===== src/design/mexp_pkg.sv =====
// ============================================================================
// mexp_pkg: shared types and constants
// Control structs between sequencer and remainder unit, register map.
// ============================================================================
`timescale 1ns / 1ps
`default_nettype none

package mexp_pkg;

  localparam int CFG_ADDR_W = 3;
  localparam int CFG_DATA_W = 32;

  // register index, taken from paddr above the byte offset
  localparam logic REG_MODULUS = 1'b0;

  localparam int MODULUS_RESET = 23;

  typedef struct packed {
    logic start;
  } mm_ctl_t;

  typedef struct packed {
    logic done;
  } mm_sts_t;

endpackage

`default_nettype wire


===== src/design/modular_exponentiation_core.sv =====
// ============================================================================
// modular_exponentiation_core: base^exponent mod modulus, square-and-multiply
// Steps: reduce the base, then per exponent bit a square (skipped while the value
//   is 1) and, for a later 1 bit, a multiply, each in the shared multiplier.
// One item at a time: in_ready rises in the same cycle as out_valid; the
//   bit-serial remainder in the shared multiplier sets the rate. rst_n (sync): modulus 23.
// ============================================================================
`timescale 1ns / 1ps
`default_nettype none

module modular_exponentiation_core import mexp_pkg::*; #(
  parameter int EXP_WIDTH = 17,
  parameter int MOD_WIDTH = 31
) (
  input  wire logic                  clk,
  input  wire logic                  rst_n,
  input  wire logic                  in_valid,
  output logic                       in_ready,
  input  wire logic [MOD_WIDTH-1:0]  in_base,
  input  wire logic [EXP_WIDTH-1:0]  in_exponent,
  output logic                       out_valid,
  input  wire logic                  out_ready,
  output logic      [MOD_WIDTH-1:0]  out_power_mod,
  input  wire logic                  cfg_psel,
  input  wire logic                  cfg_penable,
  input  wire logic                  cfg_pwrite,
  input  wire logic [CFG_ADDR_W-1:0] cfg_paddr,
  input  wire logic [CFG_DATA_W-1:0] cfg_pwdata,
  output logic      [CFG_DATA_W-1:0] cfg_prdata,
  output logic                       cfg_pready
);

  logic [MOD_WIDTH-1:0] modulus_r, modulus_nxt;
  logic                 cfg_sel_mod;
  mm_ctl_t              mm_ctl;
  mm_sts_t              mm_sts;
  logic [MOD_WIDTH-1:0] mm_x;
  logic [MOD_WIDTH-1:0] mm_y;
  logic [MOD_WIDTH-1:0] mm_res;

  assign cfg_pready  = 1'b1;
  assign cfg_sel_mod = (cfg_paddr[CFG_ADDR_W-1] == REG_MODULUS);

  always_comb begin
    modulus_nxt = modulus_r;
    if (cfg_psel && cfg_penable && cfg_pwrite && cfg_sel_mod) begin
      modulus_nxt = cfg_pwdata[MOD_WIDTH-1:0];
    end
  end

  always_ff @(posedge clk) begin
    if (!rst_n) begin
      modulus_r <= MOD_WIDTH'(MODULUS_RESET);
    end else begin
      modulus_r <= modulus_nxt;
    end
  end

  assign cfg_prdata = cfg_sel_mod ? CFG_DATA_W'(modulus_r) : '0;

  mexp_ctrl #(
    .EXP_WIDTH (EXP_WIDTH),
    .MOD_WIDTH (MOD_WIDTH)
  ) u_ctrl (
    .clk           (clk),
    .rst_n         (rst_n),
    .in_valid      (in_valid),
    .in_ready      (in_ready),
    .in_base       (in_base),
    .in_exponent   (in_exponent),
    .out_valid     (out_valid),
    .out_ready     (out_ready),
    .out_power_mod (out_power_mod),
    .modulus       (modulus_r),
    .mm_ctl        (mm_ctl),
    .mm_x          (mm_x),
    .mm_y          (mm_y),
    .mm_sts        (mm_sts),
    .mm_res        (mm_res)
  );

  mexp_modmul #(
    .MOD_WIDTH (MOD_WIDTH)
  ) u_modmul (
    .clk   (clk),
    .rst_n (rst_n),
    .ctl   (mm_ctl),
    .x     (mm_x),
    .y     (mm_y),
    .m     (modulus_r),
    .sts   (mm_sts),
    .res   (mm_res)
  );

endmodule

`default_nettype wire


===== src/design/mexp_modmul.sv =====
// ============================================================================
// mexp_modmul: shared modular multiplier
// Registers the product at start, then restoring remainder, one product bit per cycle.
// ============================================================================
`timescale 1ns / 1ps
`default_nettype none

module mexp_modmul import mexp_pkg::*; #(
  parameter int MOD_WIDTH = 31
) (
  input  wire logic                 clk,
  input  wire logic                 rst_n,
  input  wire mm_ctl_t              ctl,
  input  wire logic [MOD_WIDTH-1:0] x,
  input  wire logic [MOD_WIDTH-1:0] y,
  input  wire logic [MOD_WIDTH-1:0] m,
  output mm_sts_t                   sts,
  output logic      [MOD_WIDTH-1:0] res
);

  localparam int PROD_W = 2 * MOD_WIDTH;
  localparam int CNT_W  = $clog2(PROD_W + 1);

  logic                 busy_r, busy_nxt;
  logic                 done_r, done_nxt;
  logic [CNT_W-1:0]     cnt_r, cnt_nxt;
  logic [PROD_W-1:0]    prod_r, prod_nxt;
  logic [MOD_WIDTH-1:0] rem_r, rem_nxt;
  logic [PROD_W-1:0]    prod_w;
  logic [MOD_WIDTH:0]   trial;
  logic [MOD_WIDTH:0]   m_ext;

  assign prod_w = {{MOD_WIDTH{1'b0}}, x} * {{MOD_WIDTH{1'b0}}, y};
  assign m_ext  = {1'b0, m};
  // rem < m, so trial < 2m and one conditional subtract keeps it reduced
  assign trial  = {rem_r, prod_r[PROD_W-1]};

  always_comb begin
    busy_nxt = busy_r;
    done_nxt = 1'b0;
    cnt_nxt  = cnt_r;
    prod_nxt = prod_r;
    rem_nxt  = rem_r;
    if (ctl.start) begin
      busy_nxt = 1'b1;
      cnt_nxt  = CNT_W'(PROD_W);
      prod_nxt = prod_w;
      rem_nxt  = '0;
    end else if (busy_r) begin
      prod_nxt = {prod_r[PROD_W-2:0], 1'b0};
      if (trial >= m_ext) begin
        rem_nxt = MOD_WIDTH'(trial - m_ext);
      end else begin
        rem_nxt = trial[MOD_WIDTH-1:0];
      end
      cnt_nxt = cnt_r - 1'b1;
      if (cnt_r == CNT_W'(1)) begin
        busy_nxt = 1'b0;
        done_nxt = 1'b1;
      end
    end
  end

  always_ff @(posedge clk) begin
    if (!rst_n) begin
      busy_r <= 1'b0;
      done_r <= 1'b0;
    end else begin
      busy_r <= busy_nxt;
      done_r <= done_nxt;
    end
    cnt_r  <= cnt_nxt;
    prod_r <= prod_nxt;
    rem_r  <= rem_nxt;
  end

  assign sts.done = done_r;
  assign res      = rem_r;

endmodule

`default_nettype wire


===== src/design/mexp_ctrl.sv =====
// ============================================================================
// mexp_ctrl: square-and-multiply sequencer
// Scans exponent bits MSB first, drives the shared multiplier, holds result.
// ============================================================================
`timescale 1ns / 1ps
`default_nettype none

module mexp_ctrl import mexp_pkg::*; #(
  parameter int EXP_WIDTH = 17,
  parameter int MOD_WIDTH = 31
) (
  input  wire logic                 clk,
  input  wire logic                 rst_n,
  input  wire logic                 in_valid,
  output logic                      in_ready,
  input  wire logic [MOD_WIDTH-1:0] in_base,
  input  wire logic [EXP_WIDTH-1:0] in_exponent,
  output logic                      out_valid,
  input  wire logic                 out_ready,
  output logic      [MOD_WIDTH-1:0] out_power_mod,
  input  wire logic [MOD_WIDTH-1:0] modulus,
  output mm_ctl_t                   mm_ctl,
  output logic      [MOD_WIDTH-1:0] mm_x,
  output logic      [MOD_WIDTH-1:0] mm_y,
  input  wire mm_sts_t              mm_sts,
  input  wire logic [MOD_WIDTH-1:0] mm_res
);

  localparam int IDX_W = (EXP_WIDTH > 1) ? $clog2(EXP_WIDTH) : 1;

  typedef enum logic [5:0] {
    ST_IDLE = 6'b000001,
    ST_BRED = 6'b000010,
    ST_STEP = 6'b000100,
    ST_SQR  = 6'b001000,
    ST_MUL  = 6'b010000,
    ST_FIN  = 6'b100000
  } state_t;

  state_t               state_r, state_nxt;
  logic [MOD_WIDTH-1:0] b_r, b_nxt;
  logic [EXP_WIDTH-1:0] e_r, e_nxt;
  logic [IDX_W-1:0]     idx_r, idx_nxt;
  logic [MOD_WIDTH-1:0] acc_r, acc_nxt;
  logic                 out_valid_r, out_valid_nxt;
  logic [MOD_WIDTH-1:0] out_data_r, out_data_nxt;
  logic                 bit_set;
  logic                 last_bit;
  logic                 acc_one;

  assign in_ready = (state_r == ST_IDLE);
  assign bit_set  = e_r[idx_r];
  assign last_bit = (idx_r == '0);
  assign acc_one  = (acc_r == MOD_WIDTH'(1));

  always_comb begin
    state_nxt     = state_r;
    b_nxt         = b_r;
    e_nxt         = e_r;
    idx_nxt       = idx_r;
    acc_nxt       = acc_r;
    out_valid_nxt = out_valid_r;
    out_data_nxt  = out_data_r;
    mm_ctl.start  = 1'b0;
    mm_x          = acc_r;
    mm_y          = acc_r;

    if (out_valid_r && out_ready) begin
      out_valid_nxt = 1'b0;
    end

    case (state_r)
      ST_IDLE: begin
        if (in_valid) begin
          b_nxt   = in_base;
          e_nxt   = in_exponent;
          idx_nxt = IDX_W'(EXP_WIDTH - 1);
          acc_nxt = MOD_WIDTH'(1);
          if (modulus < MOD_WIDTH'(2)) begin
            acc_nxt   = '0;
            state_nxt = ST_FIN;
          end else begin
            // reduce the base first: base * 1 mod m
            mm_ctl.start = 1'b1;
            mm_x         = in_base;
            mm_y         = MOD_WIDTH'(1);
            state_nxt    = ST_BRED;
          end
        end
      end
      ST_BRED: begin
        if (mm_sts.done) begin
          b_nxt     = mm_res;
          state_nxt = ST_STEP;
        end
      end
      ST_STEP: begin
        if (!acc_one) begin
          mm_ctl.start = 1'b1;
          state_nxt    = ST_SQR;
        end else begin
          // 1 squared is 1, and 1 * b mod m is the reduced base
          if (bit_set) begin
            acc_nxt = b_r;
          end
          if (last_bit) begin
            state_nxt = ST_FIN;
          end else begin
            idx_nxt = idx_r - 1'b1;
          end
        end
      end
      ST_SQR: begin
        if (mm_sts.done) begin
          acc_nxt = mm_res;
          if (bit_set) begin
            mm_ctl.start = 1'b1;
            mm_x         = mm_res;
            mm_y         = b_r;
            state_nxt    = ST_MUL;
          end else if (last_bit) begin
            state_nxt = ST_FIN;
          end else begin
            idx_nxt   = idx_r - 1'b1;
            state_nxt = ST_STEP;
          end
        end
      end
      ST_MUL: begin
        if (mm_sts.done) begin
          acc_nxt = mm_res;
          if (last_bit) begin
            state_nxt = ST_FIN;
          end else begin
            idx_nxt   = idx_r - 1'b1;
            state_nxt = ST_STEP;
          end
        end
      end
      ST_FIN: begin
        if (!out_valid_r || out_ready) begin
          out_data_nxt  = acc_r;
          out_valid_nxt = 1'b1;
          state_nxt     = ST_IDLE;
        end
      end
      default: begin
        state_nxt = ST_IDLE;
      end
    endcase
  end

  always_ff @(posedge clk) begin
    if (!rst_n) begin
      state_r     <= ST_IDLE;
      out_valid_r <= 1'b0;
    end else begin
      state_r     <= state_nxt;
      out_valid_r <= out_valid_nxt;
    end
    b_r        <= b_nxt;
    e_r        <= e_nxt;
    idx_r      <= idx_nxt;
    acc_r      <= acc_nxt;
    out_data_r <= out_data_nxt;
  end

  assign out_valid     = out_valid_r;
  assign out_power_mod = out_data_r;

endmodule

`default_nettype wire


===== config.mk =====
export PLATFORM = sky130hd
export DESIGN_NAME = modular_exponentiation_core
export DESIGN_NICKNAME = d
export VERILOG_FILES = /design/src/design/mexp_pkg.sv /design/src/design/modular_exponentiation_core.sv /design/src/design/mexp_modmul.sv /design/src/design/mexp_ctrl.sv
export SDC_FILE = /design/constraint.sdc
export NUM_CORES = 2
export LEC_CHECK = 0
export CAP_MARGIN = 10
export CORE_ASPECT_RATIO = 1.75
export CORE_UTILIZATION = 40
export CTS_CLUSTER_SIZE = 28
export DETAILED_ROUTE_END_ITERATION = 8
export DONT_BUFFER_PORTS = 1
export GPL_TIMING_DRIVEN = 0
export PLACE_DENSITY_LB_ADDON = 0.15
export RECOVER_POWER = 25
export SYNTH_ARGS = -nofsm -noshare
export SYNTH_HDL_FRONTEND = slang
export SYNTH_SLANG_ARGS = --single-unit

===== constraint.sdc =====
create_clock -name clk -period 10.9 [get_ports clk]
set_clock_uncertainty 0.15 [all_clocks]
set_input_delay 1.09 -clock clk [delete_from_list [all_inputs] [get_ports clk]]
set_output_delay 1.09 -clock clk [all_outputs]
set_load 0.05 [all_outputs]

==> metrics.csv <==
metric;value;unit
cts.sinks;254;
async_flop_share;0;
path_clk_slew;0.07;ns
multi_input_area;0.0336;mm2
worst-r2r-cell-count;39;
syn_area_per_cell;9.06;um2
status;complete, but fails checks;
gp_congestion;1.06;
ys.flop_type;edfxtp_1;
slew_violations;26;
drv_cap;1;
htreeDepth;1;
fin_crit;10.72;ns
io_buffers;0;
cts.hold.buffers_added;0;
synth_seq_area_share;0.156;
grt_pass1_vias;40300;
rows;160;
critPathTopFamily;adder cells;
drive_gt1_frac;0.110;
grt_pass1_wl;289000;um
antenna_found_initial;12;
utilization;0.451;
holdPathStages;2;
synth_top_area_share;0.382;
drtIter0Drc;2685;
grt_usage;0.382;
timing.final.crit_share;0.984;
yosysWarnings;0;
area_growth;11.8;%
dpl.cell_count;6305;
hp-class;reg2reg;
fin_ws;0.178;ns
grt_max_degree;63;
cpPeakStageDelay;0.67;ns
path_buf_inv;10;
dp.final_hpwl;167000;um
crit_required;11.07;ns
yosys.cell_types.count;83;
coreArea;0.109;mm2
ios;156;
cts_tree;yes;
syn_nets;6060;
ant_nets;0;
cp.depth;39;
tightest_slew;1.87;ns
fillCellCount;10900;
first_pass_iters;6;
initial_utilization;0.404;
vias;36900;
die_h;440;um
violations;max-capacitance violations, max-slew violations;
die-area;0.111;mm2
numCtsBuffers;27;
syn_area;0.0439;mm2
cts-root-buf;clkbuf_16;
grt_overflow_total;0;
dp_slack;-2.35;ns
synth-seq-cells;254;
relSlewSlack;-0.243;
drt_wl_total;205000;um
final-hold-violation-count;0;
synthCells;4843;
synth_top_area_cell;fa_1;
cp.arrival;10.89;ns
synth_edf_count;177;
critical_path_class;reg2reg;
hold_slack;0.332;ns
cp_common_cell;fa_1;
synth_area_leaders;fa_1 (38%), edfxtp_1 (12%), ha_1 (8.2%);
layoutNonFillerInstCount;6440;
setup_violations;0;
clockBufferDepth;3;
end_kind;flip-flop;
cp_slowest_cell;fa_2;
wire_per_inst;31.9;um
worstSkewPairLatency;0.62;ns
fmax;0.0933;GHz
nNetsFinal;6173;
die_x;252;um
start_kind;flip-flop;
drcViolationCount;0;
crit_fanout;10;
seqCellArea;0.00686;mm2
viasPerCell;5.73;
metal layers:
layer  share of wire  GRT usage
met5         0.00024          0
met4            0.14      0.419
met3           0.074     0.0782
met2            0.49      0.656
met1            0.30      0.360
final cells by class:
cell class | instances | area share
plain buffers | 245 | 0.0360
clock buffers | 31 | 0.0147
flip-flops and latches | 254 | 0.140
multi-input cells | 3493 | 0.684
clock inverters | 19 | 0.00388
diodes | 5 | 0.000255
inverters | 838 | 0.0642
repair buffers | 97 | 0.0197
well taps | 1458 | 0.0372
registers in the layout, summed over array words and instances (netlist names):
register,cells
u_modmul.busy_r,1
u_ctrl.idx_r,5
u_modmul.res,31
u_modmul.sts,1
u_modmul.cnt_r,6
modulus_r,31
u_ctrl.out_valid,1
u_ctrl.e_r,17
u_ctrl.state_r,6
u_ctrl.b_r,31
u_ctrl.acc_r,31
u_ctrl.out_power_mod,31
u_modmul.prod_r,62
synth_stat cells, types with 20 or more instances:
cell      number
nor2_1       628
nor3_1        20
a21o_1        59
inv_1        838
and2_1        49
xor2_1        35
edfxtp_1     177
fa_1         838
a21boi_0      34
mux2i_1       53
o21ai_0      140
buf_2        131
ha_1         289
clkbuf_1     103
a21oi_1      187
a31oi_1       20
xnor2_1       56
mux2_2        30
dfxtp_1       77
nand2_1      755
o21bai_1      21
nor4_1        21
final timing paths:
path	to	slack [ns]	from
worst max-delay path	u_modmul.prod_r[55]$_DFFE_PP_	0.18	u_ctrl.idx_r[0]$_SDFFCE_PN0P_
worst min-delay path	modulus_r[13]$_SDFFE_PN0P_	0.33	modulus_r[13]$_SDFFE_PN0P_
worst max register to register	u_modmul.prod_r[55]$_DFFE_PP_	0.18	u_ctrl.idx_r[0]$_SDFFCE_PN0P_
worst min register to register	modulus_r[13]$_SDFFE_PN0P_	0.33	modulus_r[13]$_SDFFE_PN0P_
stage by stage:
| stage | area, um2 | setup TNS (ns) |
|---|---|---|
| 5_1_grt | 49100 | -0.107 |
| 6_report | 49100 | 0 |
| 2_1_floorplan | 43900 | 0 |
| 3_5_place_dp | 45800 | -60.71 |
| 4_1_cts | 48100 | -0.0147 |
| 3_3_place_gp | 45700 | -61.33 |
what timing repair did:
action	4_1_cts	5_1_grt
buffers inserted	51	39
pin swaps	38	60
resized for setup	275	179
setup endpoints to repair	43	29
cloned	1	1
cell families (layout without fill, tap and decap cells):
| kind of cell | after synthesis | count (layout) | synth area share |
|---|---|---|---|
| fa+ha+maj | 1127 | 1127 | 0.465 |
| xor+xnor | 91 | 91 | 0.0182 |
| mux | 87 | 87 | 0.0218 |
| simple gates | 1575 | 1575 | 0.146 |
| compound gates | 611 | 611 | 0.0930 |
| other cells | 2 | 7 | 0.000171 |
| flops | 254 | 254 | 0.156 |
| buf+inv | 1096 | 1230 | 0.0998 |
cell usage in the layout (no fill, tap or decap), types with 21 or more instances in the layout:
cell and instances:
a21boi_0 34, a21o_1 57, a21oi_1 169, and2_1 39, buf_12 22, buf_2 47, buf_4 116, buf_6 41
clkbuf_1 78, clkbuf_16 28, dfxtp_1 77, edfxtp_1 177, fa_1 808, fa_2 30, ha_1 275, inv_1 835
mux2_2 30, mux2i_1 53, nand2_1 731, nor2_1 623, o21ai_0 126, o21bai_1 21, xnor2_1 56, xor2_1 35
tightest hold or removal path: cells and delay by family, from the launching register on:
kind	cells	cell delay [ns]
flops	1	0.32
compound gates	1	0.06
simple gates	1	0.05
Power is left out: the tool's default activity adds up to more than one toggle a clock period on the data nets, which glitch-free logic cannot reach.
